`src/hdl/ikn_pkg.sv`:
```
package ikn_pkg;

  // Fixed-point constants (angles Q3.12, lengths Q7.8).
  localparam int Q_PI      = 12868;
  localparam int Q_HALF_PI = 6434;
  localparam int ONE_CM    = 256;
  localparam int COS_SQ    = 268435456;

  // Register map indexes.
  localparam logic [2:0] REG_BASE_HEIGHT  = 3'd0;
  localparam logic [2:0] REG_UPPER_ARM    = 3'd1;
  localparam logic [2:0] REG_FOREARM      = 3'd2;
  localparam logic [2:0] REG_WRIST        = 3'd3;
  localparam logic [2:0] REG_TOOL_OFFSET  = 3'd4;
  localparam logic [2:0] REG_HEIGHT_LIMIT = 3'd5;
  localparam logic [2:0] REG_REACH_LIMIT  = 3'd6;

  // Queue between front and back.
  localparam int QUEUE_DEPTH = 4;
  localparam int QUEUE_AW    = 2;

  // Square root unit: one root bit per stage.
  localparam int SQRT_IN_W  = 34;
  localparam int SQRT_OUT_W = 17;
  localparam int SQRT_LAT   = SQRT_OUT_W;

  // Ratio divider: one input stage and one quotient bit per stage.
  localparam int DIV_NUM_W = 35;
  localparam int DIV_DEN_W = 33;
  localparam int DIV_Q_W   = 14;
  localparam int DIV_LAT   = DIV_Q_W + 1;

  // Vectoring CORDIC: one fold stage and one rotation per stage.
  localparam int CORDIC_IN_W  = 18;
  localparam int CORDIC_W     = 42;
  localparam int CORDIC_SCALE = 20;
  localparam int CORDIC_STEPS = 13;
  localparam int CORDIC_LAT   = CORDIC_STEPS + 1;

  // Total latency of the back end, from queue head to result strobe.
  localparam int BACK_LAT = SQRT_LAT + 1 + DIV_LAT + 1 + SQRT_LAT + CORDIC_LAT + 1;

  typedef struct packed {
    logic signed [15:0] target_x;
    logic signed [15:0] target_y;
    logic signed [15:0] target_z;
    logic signed [15:0] tilt_angle;
    logic signed [15:0] rotate_angle;
    logic signed [15:0] grip_angle;
  } cmd_t;

  typedef struct packed {
    logic signed [15:0] base_angle;
    logic signed [15:0] shoulder_angle;
    logic signed [15:0] elbow_angle;
    logic signed [15:0] wrist_angle;
    logic signed [15:0] rotate_out;
    logic signed [15:0] grip_out;
    logic               rejected;
  } res_t;

  typedef struct packed {
    logic [14:0] base_height;
    logic [14:0] upper_arm_length;
    logic [14:0] forearm_length;
    logic [14:0] wrist_length;
    logic [14:0] tool_offset;
    logic [14:0] height_limit;
    logic [14:0] reach_limit;
  } cfg_t;

  // Classified word handed from the front to the back.
  typedef struct packed {
    logic               rejected;
    logic               on_axis;
    logic signed [15:0] x;
    logic signed [15:0] y;
    logic signed [17:0] w;
    logic [31:0]        r2;
    logic [33:0]        m2;
    logic signed [15:0] tilt;
    logic signed [15:0] rotate;
    logic signed [15:0] grip;
  } job_t;

  // Arctangent of 2^-i in Q3.12.
  function automatic logic signed [15:0] atan_entry(input int idx);
    logic signed [15:0] v;
    case (idx)
      0:       v = 16'sd3217;
      1:       v = 16'sd1899;
      2:       v = 16'sd1003;
      3:       v = 16'sd509;
      4:       v = 16'sd256;
      5:       v = 16'sd128;
      6:       v = 16'sd64;
      7:       v = 16'sd32;
      8:       v = 16'sd16;
      9:       v = 16'sd8;
      10:      v = 16'sd4;
      11:      v = 16'sd2;
      12:      v = 16'sd1;
      default: v = 16'sd0;
    endcase
    return v;
  endfunction

  // Clamp a wide angle to the signed 16-bit output range.
  function automatic logic signed [15:0] sat16(input logic signed [19:0] v);
    logic signed [15:0] r;
    if (v > 20'sd32767) begin
      r = 16'sh7fff;
    end else if (v < -20'sd32768) begin
      r = 16'sh8000;
    end else begin
      r = v[15:0];
    end
    return r;
  endfunction

endpackage

```
`src/hdl/ikn_queue.sv`:
```
module ikn_queue (
  input  logic          clk_i,
  input  logic          rst_ni,
  input  logic          push_i,
  input  ikn_pkg::job_t job_i,
  output logic          pop_o,
  output ikn_pkg::job_t job_o,
  output logic          busy_o
);

  ikn_pkg::job_t               mem_q [ikn_pkg::QUEUE_DEPTH];
  logic [ikn_pkg::QUEUE_AW-1:0] wr_q, rd_q;
  logic [ikn_pkg::QUEUE_AW:0]   cnt_q;

  // The back end takes a word whenever one is waiting.
  assign pop_o  = (cnt_q != '0);
  assign job_o  = mem_q[rd_q];
  // Leave room for the words still in the front stages.
  assign busy_o = (cnt_q >= (ikn_pkg::QUEUE_AW + 1)'(ikn_pkg::QUEUE_DEPTH - 2));

  always_ff @(posedge clk_i) begin
    if (push_i) begin
      mem_q[wr_q] <= job_i;
    end
  end

  // Pointers and fill count.
  always_ff @(posedge clk_i or negedge rst_ni) begin
    if (!rst_ni) begin
      wr_q  <= '0;
      rd_q  <= '0;
      cnt_q <= '0;
    end else begin
      if (push_i) begin
        wr_q <= wr_q + 1'b1;
      end
      if (pop_o) begin
        rd_q <= rd_q + 1'b1;
      end
      if (push_i && !pop_o) begin
        cnt_q <= cnt_q + 1'b1;
      end else if (!push_i && pop_o) begin
        cnt_q <= cnt_q - 1'b1;
      end
    end
  end

endmodule

```
`config.mk`:
```
export PLATFORM = sky130hd
export DESIGN_NAME = ikn_queue
export DESIGN_NICKNAME = d
export VERILOG_FILES = /design/src/hdl/ikn_pkg.sv /design/src/hdl/ikn_queue.sv
export SDC_FILE = /design/constraint.sdc
export NUM_CORES = 1
export LEC_CHECK = 0
export ABC_AREA = 1
export BUFFER_PORTS_ARGS = -buffer_cell sky130_fd_sc_hd__buf_2
export CORE_AREA = 2 2 244 246
export DETAILED_ROUTE_END_ITERATION = 10
export DIE_AREA = 0 0 246 248
export GPL_TIMING_DRIVEN = 1
export PLACE_DENSITY_LB_ADDON = 0.2
export SLEW_MARGIN = 20
export SYNTH_ARGS = -nofsm -noshare
export SYNTH_HDL_FRONTEND = slang
export SYNTH_SLANG_ARGS = --single-unit
```
`constraint.sdc`:
```
create_clock -name clk_i -period 7.2 [get_ports clk_i]
set_clock_uncertainty 0.2 [all_clocks]
set_input_delay 0.72 -clock clk_i [delete_from_list [all_inputs] [get_ports clk_i]]
set_output_delay 0.72 -clock clk_i [all_outputs]
set_load 0.02 [all_outputs]
```
==> results by stage <==
Synth:
- The synthesized net count is 1838.
- The netlist area before placement is 24920 um^2.
- The largest family of logic cells by synthesized area is compound AO/OA/AOI/OAI gates.
- The share of Yosys cell area claimed by the top area cell type is between 80% and 90%.
- The complex-gate fraction of the synthesized area is 10.87%.
- Of all cell types, the one taking the most synthesized area is sky130_fd_sc_hd__edfxtp_1.
- For this run, the register share of the synthesized area comes to 80.70%.
- After synthesis, the cell types taking the most area are sky130_fd_sc_hd__edfxtp_1 (80%), sky130_fd_sc_hd__o21ai_0 (6.3%), sky130_fd_sc_hd__nor2_1 (5.1%), sky130_fd_sc_hd__o22ai_1 (4.2%), sky130_fd_sc_hd__clkbuf_1 (0.80%).
- In this run the mean area of a mapped cell was 14.98 um^2.
- The area share of fa/ha/maj cells after synthesis is 0.2510%.
- The number of flip-flops and latches in the synthesized netlist is 671.
- During synthesis, Yosys emitted a total of 0 warnings.
- After Yosys synthesis, and, or, nand and nor cells account for 5.492% of the synthesized area.
- In this run, distinct cell masters in the synthesized netlist total 20.
- In the synthesized netlist, the number of instances is 1664.
- The mux cell area share after synthesis is 0%.
- The post-synthesis share of cell area spent on xor and xnor gates is less than 1%.

Pwr:
- The relative contribution of combinational cells to total power is about a third.
- The reported leakage power is 10.14 nW.
- Of the total power, the share spent switching nets is 37.08%.
- Per report_power, the sequential group accounts for 39.4% of the total.
- The analysis attributes to net switching a power of 5.061 mW.
- In this run the power density over the cells is approximately 460 nW/um^2.
- Internal power comes to 8.587 mW.
- Across the VDD grid, the largest voltage drop is 0.3504 mV.
- Of the total power, the clock network draws 27.3%.

Drt:
- Once detail routing completed, the nets flagged for antenna violations numbered 0.
- The total wirelength of the detailed-routed design is roughly 57000 um.
- The detailed router finished its first iteration with 1037 violations.
- The pre-antenna-repair detailed-routing pass consisted of 5 iterations.
- The final routed DRC violation total is 0.
- The number of vias per cell is 5.264.
- Detailed routing inserted a total of 14.80k vias.
- The detailed-route wire length per cell is 20.28 um.

Floorplanning:
- The floorplan step defined a die boundary enclosing between 60000 and 70000 um^2.
- 337 I/O pins were placed.
- The vertical extent of the die is 248 um.
- Measured along the x axis, the die boundary spans about 250 um.
- The number of rows in the core area is just under 90.
- The initial core utilization is between 40% and 50%.
- After floorplanning, the core was sized to cover 58460 um^2.

Global route:
- The first global-routing pass estimated around 85000 um of wire.
- The overall global routing resource usage is a little under a fifth.
- The number of global-route vias before repair is 14.44k.
- Global routing finished with a remaining overflow of 0.
- The initial antenna violation count is 13.
- The largest net degree at the start of global routing is 163.

CTS:
- The worst-case clock buffer depth is 3.
- After clock tree synthesis, the clock-pin slew on the worst setup and hold paths is 0.06 ns.
- The clock tree synthesis step divided the H-tree into 3 levels.
- The CTS tree is done.
- The later pin in the worst-skew pair is clocked with a latency of 0.59 ns.
- The cell sitting at the root of the clock tree is a sky130_fd_sc_hd__clkbuf_16.
- After clock tree synthesis, the repair step resized 0 gates.
- Clock tree synthesis found a total of 671 sinks.
- Buffers inserted during clock tree synthesis total 70.
- The number of setup buffers added after CTS is 0.
- The number of buffers inserted by hold repair at cts is 1.

Finish:
- The number of fill cells in the layout is about 5k.
- The layout-stage area growth over the synthesis result is 18.68%.
- In the layout the commonest cells are sky130_fd_sc_hd__edfxtp_1 (664), sky130_fd_sc_hd__nor2_1 (336), sky130_fd_sc_hd__buf_2 (336).
- The final layout contains 2150 nets.
- The most common cell after layout, fill and taps aside is sky130_fd_sc_hd__edfxtp_1.
- The area taken by flip-flops and latches is 20120 um^2.
- The final core area utilization is 50.60%.
- Of the cells placed in the final design, the portion with a size suffix greater than 1 is between 20% and 30%.
- The area of the multi-input gates is 4150 um^2.

STA:
- The number of hold violations in the final report is 0.
- Setup violations remaining at the end of the flow were counted as 0.
- Static timing analysis puts the maximum clock frequency at 223.8 MHz.
- Counting I/O delays and the setup requirement, the final critical path takes 4.468 ns.
- At the pin with the least slew margin, the transition time is 0.9853 ns.
- Adding up every negative setup slack in the final design gives 0 ns.
- Setup repair after global routing left no endpoint under its margin.
- The portion of the clock cycle consumed by the worst path in the final layout is 62.05%.
- The normalized max-slew margin is 34.31%.
- The final number of max-transition violations is 0.

Worst hold path:
- The worst hold path begins at job_i[147].
- The worst min-delay path class is in2reg.
- The number of instances on the worst hold path is 1.
- The worst hold path terminates at mem_q[2][147].

Placement:
- Detailed placement finished with a half-perimeter wire length of 31130 um.
- In this run the tool buffered the top-level ports with 336 buffer cells.
- At the end of routability-driven placement, the weighted congestion stood at 0.7303.

Critical path:
- Across all register-to-register paths, the minimum setup slack is 4.37 ns.
- The data required time of the worst path is around 6.3 ns.
- The arrival time at the worst endpoint is approximately 3.6 ns.
- The kind of start point of the critical path is a register.
- The startpoint identified for the worst register-to-register timing path is wr_q[1].
- The category of the critical setup timing path is reg2out.
- STA classifies the critical path endpoint as an output port.
- The end of the worst register-to-register path is mem_q[1][162].
- The number of cells on the worst reg-to-reg path is 5.
- Of all nets on the critical path, the largest fanout is 90.

Flow run:
- Across the run, the number of max-cap violations was 0.

Run status:
- The flow ran to the end, and the final reports show no timing, DRC or antenna violations.
flip-flops by register name, summed over array words and instances, names as in the netlist:
register,count
rd_q,2
mem_q,664
wr_q,2
cnt_q,3
worst max-delay path, stage by stage, from the launching register on:
cell                      delay, ns
sky130_fd_sc_hd__dfrtp_4       0.74
sky130_fd_sc_hd__inv_4         0.82
sky130_fd_sc_hd__buf_12        0.39
sky130_fd_sc_hd__o21ai_0       0.17
sky130_fd_sc_hd__o22ai_1       0.33
sky130_fd_sc_hd__buf_2         0.24
worst max path at each step:
stage,slack (ns),startpoint,to,cells after the start
floorplan,2.26,push_i,mem_q[1][0],3
global placement,3.31,rd_q[0],job_o[120],5
detailed placement,3.28,rd_q[0],job_o[120],5
CTS,2.63,rd_q[0],job_o[120],5
global route,2.49,rd_q[0],job_o[120],5
finish,2.73,rd_q[1],job_o[164],5
per-stage QoR:
stage | hold slack (ns) | total power, mW | instances | instance area [um^2] | worst slack, ns
2_1_floorplan | 0.2244 | 8.537 | 1664 | 24920 | 2.261
3_3_place_gp | 0.2618 | 10.03 | 2676 | 27160 | 3.314
3_5_place_dp | 0.2657 | 10.09 | 2676 | 27160 | 3.276
4_1_cts | 0.08376 | 13.83 | 2806 | 29570 | 2.634
5_1_grt | 0.1009 | 14.37 | 2809 | 29570 | 2.492
6_report | 0.1279 | 13.65 | 2812 | 29580 | 2.732
cells in the mapped netlist, drive strengths merged:
cell type / number
nand3: 5
xor2: 1
dfrtp: 7
o21ai: 334
inv: 14
edfxtp: 664
nand2: 22
ha: 5
buf: 56
nor2: 336
clkbuf: 54
o22ai: 166
per-layer routing:
metal	vias up	GRT usage, %	share of wire [%]
li1	6950	-	-
met1	7384	23.88	42
met2	350	29.67	49
met3	98	4.758	6.7
met4	20	6.257	1.9
met5	-	0	0.21
cell type report:
type | instances | area share, %
diodes | 6 | 0.05076
clock buffers | 88 | 6.184
clock inverters | 41 | 1.903
inverters | 14 | 0.2792
multi-input cells | 869 | 14.03
flip-flops and latches | 671 | 68.02
well taps | 773 | 3.270
repair buffers | 350 | 6.260
kinds of logic (layout without fill, tap and decap cells):
| group | count (synthesis) | after routing |
|---|---|---|
| xor gates and xnor gates | 1 | 1 |
| and+or+nand+nor | 363 | 363 |
| buffers and inverters | 124 | 493 |
| AOI/OAI and AO/OA | 500 | 500 |
| DFF | 671 | 671 |
| other | 0 | 6 |
| adders and majority gates | 5 | 5 |
power groups by stage:
stage,Sequential [mW],Clock [mW],Combinational [mW]
after floorplan,5.41,0,3.13
after CTS,5.39,3.80,4.63
after detailed placement,5.47,0,4.62
after global routing,5.45,3.95,4.97
after global placement,5.45,0,4.58
final,5.38,3.72,4.55
No activity file was read; power rests on OpenSTA's default activity.
