==> config.mk <==
export PLATFORM = sky130hd
export DESIGN_NAME = ikn_front
export DESIGN_NICKNAME = d
export VERILOG_FILES = /design/src/hdl/ikn_pkg.sv /design/src/hdl/ikn_front.sv
export SDC_FILE = /design/constraint.sdc
export NUM_CORES = 2
export LEC_CHECK = 0
export BUFFER_PORTS_ARGS = -buffer_cell sky130_fd_sc_hd__buf_4
export CORE_MARGIN = 5
export CORE_UTILIZATION = 62
export CTS_CLUSTER_SIZE = 12
export DETAILED_ROUTE_END_ITERATION = 16
export GPL_ROUTABILITY_DRIVEN = 0
export PLACE_DENSITY = 0.83
export SLEW_MARGIN = 20
export SYNTH_ARGS = -nofsm -noshare
export SYNTH_HDL_FRONTEND = slang
export SYNTH_SLANG_ARGS = --single-unit
==> constraint.sdc <==
create_clock -name clk_i -period 8.8 [get_ports clk_i]
set_input_delay 2.64 -clock clk_i [delete_from_list [all_inputs] [get_ports clk_i]]
set_output_delay 2.64 -clock clk_i [all_outputs]
set_load 0.01 [all_outputs]
==> src/hdl/ikn_pkg.sv <==
package ikn_pkg;

  // Fixed-point constants (angles Q3.12, lengths Q7.8).
  localparam int Q_PI      = 12868;
  localparam int Q_HALF_PI = 6434;
  localparam int ONE_CM    = 256;
  localparam int COS_SQ    = 268435456;

  // Register map indexes.
  localparam logic [2:0] REG_BASE_HEIGHT  = 3'd0;
  localparam logic [2:0] REG_UPPER_ARM    = 3'd1;
  localparam logic [2:0] REG_FOREARM      = 3'd2;
  localparam logic [2:0] REG_WRIST        = 3'd3;
  localparam logic [2:0] REG_TOOL_OFFSET  = 3'd4;
  localparam logic [2:0] REG_HEIGHT_LIMIT = 3'd5;
  localparam logic [2:0] REG_REACH_LIMIT  = 3'd6;

  // Queue between front and back.
  localparam int QUEUE_DEPTH = 4;
  localparam int QUEUE_AW    = 2;

  // Square root unit: one root bit per stage.
  localparam int SQRT_IN_W  = 34;
  localparam int SQRT_OUT_W = 17;
  localparam int SQRT_LAT   = SQRT_OUT_W;

  // Ratio divider: one input stage and one quotient bit per stage.
  localparam int DIV_NUM_W = 35;
  localparam int DIV_DEN_W = 33;
  localparam int DIV_Q_W   = 14;
  localparam int DIV_LAT   = DIV_Q_W + 1;

  // Vectoring CORDIC: one fold stage and one rotation per stage.
  localparam int CORDIC_IN_W  = 18;
  localparam int CORDIC_W     = 42;
  localparam int CORDIC_SCALE = 20;
  localparam int CORDIC_STEPS = 13;
  localparam int CORDIC_LAT   = CORDIC_STEPS + 1;

  // Total latency of the back end, from queue head to result strobe.
  localparam int BACK_LAT = SQRT_LAT + 1 + DIV_LAT + 1 + SQRT_LAT + CORDIC_LAT + 1;

  typedef struct packed {
    logic signed [15:0] target_x;
    logic signed [15:0] target_y;
    logic signed [15:0] target_z;
    logic signed [15:0] tilt_angle;
    logic signed [15:0] rotate_angle;
    logic signed [15:0] grip_angle;
  } cmd_t;

  typedef struct packed {
    logic signed [15:0] base_angle;
    logic signed [15:0] shoulder_angle;
    logic signed [15:0] elbow_angle;
    logic signed [15:0] wrist_angle;
    logic signed [15:0] rotate_out;
    logic signed [15:0] grip_out;
    logic               rejected;
  } res_t;

  typedef struct packed {
    logic [14:0] base_height;
    logic [14:0] upper_arm_length;
    logic [14:0] forearm_length;
    logic [14:0] wrist_length;
    logic [14:0] tool_offset;
    logic [14:0] height_limit;
    logic [14:0] reach_limit;
  } cfg_t;

  // Classified word handed from the front to the back.
  typedef struct packed {
    logic               rejected;
    logic               on_axis;
    logic signed [15:0] x;
    logic signed [15:0] y;
    logic signed [17:0] w;
    logic [31:0]        r2;
    logic [33:0]        m2;
    logic signed [15:0] tilt;
    logic signed [15:0] rotate;
    logic signed [15:0] grip;
  } job_t;

  // Arctangent of 2^-i in Q3.12.
  function automatic logic signed [15:0] atan_entry(input int idx);
    logic signed [15:0] v;
    case (idx)
      0:       v = 16'sd3217;
      1:       v = 16'sd1899;
      2:       v = 16'sd1003;
      3:       v = 16'sd509;
      4:       v = 16'sd256;
      5:       v = 16'sd128;
      6:       v = 16'sd64;
      7:       v = 16'sd32;
      8:       v = 16'sd16;
      9:       v = 16'sd8;
      10:      v = 16'sd4;
      11:      v = 16'sd2;
      12:      v = 16'sd1;
      default: v = 16'sd0;
    endcase
    return v;
  endfunction

  // Clamp a wide angle to the signed 16-bit output range.
  function automatic logic signed [15:0] sat16(input logic signed [19:0] v);
    logic signed [15:0] r;
    if (v > 20'sd32767) begin
      r = 16'sh7fff;
    end else if (v < -20'sd32768) begin
      r = 16'sh8000;
    end else begin
      r = v[15:0];
    end
    return r;
  endfunction

endpackage

==> src/hdl/ikn_front.sv <==
module ikn_front (
  input  logic          clk_i,
  input  logic          rst_ni,
  input  logic          accept_i,
  input  ikn_pkg::cmd_t cmd_i,
  input  ikn_pkg::cfg_t cfg_i,
  output logic          push_o,
  output ikn_pkg::job_t job_o
);

  logic               v1_q, v2_q;
  logic               rej1_q, axis1_q, rej2_q, axis2_q;
  logic signed [15:0] x1_q, y1_q, tilt1_q, rot1_q, grip1_q;
  logic signed [15:0] x2_q, y2_q, tilt2_q, rot2_q, grip2_q;
  logic signed [17:0] w1_q, w2_q;
  logic signed [17:0] w_d;
  logic               rej_d;
  logic signed [31:0] xx_q, yy_q;
  logic signed [35:0] ww_q;
  logic [31:0]        r2;

  // Valid bits of the two front stages.
  always_ff @(posedge clk_i or negedge rst_ni) begin
    if (!rst_ni) begin
      v1_q <= 1'b0;
      v2_q <= 1'b0;
    end else begin
      v1_q <= accept_i;
      v2_q <= v1_q;
    end
  end

  // Limit checks and the vertical offset of the wrist.
  always_comb begin
    rej_d = ($signed({cmd_i.target_z[15], cmd_i.target_z}) >=
             $signed({2'b00, cfg_i.height_limit})) ||
            ($signed({cmd_i.target_x[15], cmd_i.target_x}) >=
             $signed({2'b00, cfg_i.reach_limit})) ||
            ($signed({cmd_i.target_y[15], cmd_i.target_y}) >=
             $signed({2'b00, cfg_i.reach_limit}));
    w_d = $signed({3'b000, cfg_i.wrist_length}) + $signed({3'b000, cfg_i.tool_offset})
        + 18'(cmd_i.target_z) - $signed({3'b000, cfg_i.base_height});
  end

  // Stage one: classify the target.
  always_ff @(posedge clk_i) begin
    rej1_q  <= rej_d;
    axis1_q <= (cmd_i.target_x == 16'sd0) && (cmd_i.target_y == 16'sd0);
    x1_q    <= cmd_i.target_x;
    y1_q    <= cmd_i.target_y;
    w1_q    <= w_d;
    tilt1_q <= cmd_i.tilt_angle;
    rot1_q  <= cmd_i.rotate_angle;
    grip1_q <= cmd_i.grip_angle;
  end

  // Stage two: squares of the planar and vertical distances.
  always_ff @(posedge clk_i) begin
    rej2_q  <= rej1_q;
    axis2_q <= axis1_q;
    x2_q    <= x1_q;
    y2_q    <= y1_q;
    w2_q    <= w1_q;
    tilt2_q <= tilt1_q;
    rot2_q  <= rot1_q;
    grip2_q <= grip1_q;
    xx_q    <= 32'(x1_q) * 32'(x1_q);
    yy_q    <= 32'(y1_q) * 32'(y1_q);
    ww_q    <= 36'(w1_q) * 36'(w1_q);
  end

  // Sum the squares on the way into the queue.
  assign r2     = xx_q[31:0] + yy_q[31:0];
  assign push_o = v2_q;

  always_comb begin
    job_o.rejected = rej2_q;
    job_o.on_axis  = axis2_q;
    job_o.x        = x2_q;
    job_o.y        = y2_q;
    job_o.w        = w2_q;
    job_o.r2       = r2;
    job_o.m2       = 34'(r2) + ww_q[33:0];
    job_o.tilt     = tilt2_q;
    job_o.rotate   = rot2_q;
    job_o.grip     = grip2_q;
  end

endmodule

==> metrics.csv <==
stage,metric,value,unit
cts,clock sink total,294,
die,Initial Util,62.8,%
synthesis,ys async rst share,0.680,%
worst_setup_path,WP data arrival,5870,ps
worst_setup_path,kind of cell adding the most delay to the critical path,compound AO/OA/AOI/OAI gates,
sta,Fin. Hold Viols,0,
synthesis,Area contributors post-synth,"fa_1 (39%), dfxtp_1 (15%), ha_1 (13%), inv_1 (10%), xnor2_1 (3.6%)",
die,Die H,263,um
die,die area,69200,um^2
cts,CTS Buffer Depth,3,
worst_setup_path,Worst path depth,20,
outcome,status,finished clean,
worst_setup_path,critical path class,flip-flop to output pin,
grt,GRT overflow,0,
synthesis,Ys Warns,0,
sta,Clock Skew,40.1,ps
grt,first-pass GRT wire length,158,mm
drt,TritonRoute pass-1 iters,5,
drt,starting DRC count in detailed routing,1924,
finish,"most common cell after layout, fill and taps aside",inv_1,
drt,total routed wirelength,96.5,mm
drt,Vias,29000,
cts,CTS tree,yes,
grt,Total GRT Usage,28.0,%
grt,largest net degree at the start of global routing,25,
synthesis,syn_nets,5537,
worst_hold_path,WHS Path Cells,0,
cts,Hold Buf Count CTS,0,
drt,DRC Markers,0,
drt,Via density,5.46,
run,# Max-Cap Violations,0,
synthesis,Post-synth EDFFs,0,
worst_setup_path,"slowest stage cell, crit path",or4_4,
synthesis,Cells after Synth,4140,
sta,setup ws final,293,ps
worst_setup_path,worst path buffer plus inverter count,1,
worst_hold_path,worst hold path class,flip-flop to flip-flop,
drt,post-route ant nets,0,
sta,RSZ-0062 raised after global routing,false,
cts,H-Tree Depth,2,
cts,insertion delay to the later sink of the worst-skew pair,570,ps
sta,Slew Limit Fails,0,
synthesis,Mean Syn Cell Area,9.59,um^2
cts,clock buffer count from CTS,35,
synthesis,post-synthesis sequential area ratio,14.9,%
finish,synth-to-layout area growth,11.6,%
placed_design,DP Wirelength,80.6,mm
grt,initial antenna violation count,2,
sta,Slew @ Worst Pin,1020,ps
synthesis,area of the mapped netlist,39700,um^2
cts,clock-pin slew on the worst setup and hold paths,50,ps
synthesis,post-synth cell types,75,
worst_setup_path,path depth of the worst reg2reg path,19,
sta,final setup vio count,0,
die,Cell Rows,92,
finish,share of cells above drive strength 1,9.99,%
grt,vias in the first global route,31600,
synthesis,"Top FF cell, synth",dfxtp_1,
die,core area,63200,um^2
placed_design,Placement Setup Slack,677,ps
worst_setup_path,delay of the slowest critical-path stage,590,ps
sta,slew margin rel.,31.4,%
worst_setup_path,CP Capture Type,output pin,
worst_setup_path,CP startpoint kind,flip-flop,
sta,min Tclk post-route,8510,ps
placed_design,port buffer count,340,
worst_setup_path,crit path cell chain,ha_1 > a211o_1 > a2111oi_2 > o21ba_1 > nor2_1 > o21a_1 > o21ai_1 > nand2b_1 > a311oi_1 > xnor2_1 > ha_1 > nand4_1 > or3_1 > o2111a_1 > or4_4 > a31oi_2 > nand2b_1 > nand3b_1 > xnor2_2 > buf_4,
sta,tightest hold margin,324,ps
sta,final setup TNS,0,ps
sta,max frequency,118,MHz
sta,final period utilization,96.7,%
finish,most frequent cells in the layout,"inv_1 (1105), fa_1 (771), ha_1 (422)",
cts,clock root cell,clkbuf_16,
synthesis,Synth area leader,fa_1,
die,io pins,371,
finish,# diodes,0,
synthesis,#FFs+latches synth,294,
finish,Final nets,5851,
worst_setup_path,largest fanout on the critical path,5,
worst_setup_path,critical path required time,6160,ps
synthesis,share of Yosys cell area claimed by the top area cell type,38.9,%
die,Die Width,263,um
drt,drt wl/cell,18.1,um
through the flow:
step                      util [%]  instances  area [um^2]
after floorplan                  -       4140        39700
after global placement        68.2       5263        43100
after detailed placement      68.2       5263        43100
after CTS                     70.1       5321        44300
after global routing          70.1       5321        44300
final                         70.1       5321        44300
worst reg2reg max path, cell delays in order, from the launching register on:
cell and delay (ps):
dfxtp_1 840, inv_1 400, nor2_1 310, fa_1 620
fa_1 990, fa_1 560, fa_1 500, fa_1 520
inv_1 50, fa_1 470, inv_1 40, ha_1 360
nand2_1 140, o21ai_1 80, o41ai_1 380, o21ai_0 260
a2111oi_0 510, o21bai_1 120, a21oi_1 190, xnor2_1 120
kinds of logic after synthesis:
family,count (synthesis),synth area share (%)
XOR/XNOR,213,4.70
adder cells (fa/ha/maj),1193,52.2
AO/OA/AOI/OAI,448,7.44
buffers and inverters,1187,11.3
flip-flops,294,14.9
multiplexers,4,0.104
AND/OR/NAND/NOR,801,9.44
final timing paths:
| check | start | slack, ps | endpoint |
|---|---|---|---|
| worst max-delay path | yy_q[3]$_DFF_P_ | 290 | job_o[81] |
| worst max register to register | x1_q[2]$_DFF_P_ | 1270 | xx_q[31]$_DFF_P_ |
| max in group asynchronous | rst_ni | 6840 | push_o$_DFF_PN0_ |
| worst min register to register | grip1_q[4]$_DFF_P_ | 320 | grip2_q[4]$_DFF_P_ |
| min in group asynchronous | rst_ni | 1880 | v1_q$_DFF_PN0_ |
| worst min-delay path | grip1_q[4]$_DFF_P_ | 320 | grip2_q[4]$_DFF_P_ |
metal layers:
metal | global-route usage (%) | vias to the layer above | wire length, um | part of all wire (%)
li1 | - | 13200 | - | -
met1 | 35.9 | 14500 | 37800 | 39
met2 | 47.8 | 1126 | 47400 | 49
met3 | 5.11 | 244 | 7140 | 7.4
met4 | 10.6 | 6 | 4160 | 4.3
met5 | 0 | - | 39 | 0.040
synthesized netlist by cell type (41+ instances only):
cell type / count
a21o_1: 66
a21oi_1: 137
and2_1: 122
clkbuf_1: 75
dfxtp_1: 292
fa_1: 771
ha_1: 422
inv_1: 1105
nand2_1: 304
nand3_1: 41
nor2_1: 179
o21ai_0: 55
xnor2_1: 163
xor2_1: 50
what timing repair did:
action	in CTS	in global routing
endpoints found under the hold margin	0	0
setup endpoints to repair	0	2
gates resized for setup	0	3
buffers inserted	0	0
sequential cells by signal, indices dropped and copies added, names as in the netlist, 15 cells and up:
| register | cells |
|---|---|
| x1_q | 16 |
| rot2_q | 16 |
| x2_q | 15 |
| y1_q | 16 |
| xx_q | 31 |
| ww_q | 33 |
| yy_q | 31 |
| grip2_q | 16 |
| rot1_q | 16 |
| tilt2_q | 16 |
| y2_q | 15 |
| w1_q | 18 |
| grip1_q | 16 |
| w2_q | 17 |
| tilt1_q | 16 |
area by class of cell:
class | count | area, um^2
Timing Repair Buffer | 359 | 2700
Clock inverter | 12 | 190
Inverter | 1105 | 4150
Multi-Input combinational cell | 2659 | 29400
Sequential cell | 294 | 5900
Clock buffer | 46 | 957
Fill cell | 4525 | 18900
Tap cell | 846 | 1060
Power is left out: the tool's default activity adds up to more than one toggle a clock period on the data nets, which glitch-free logic cannot reach.
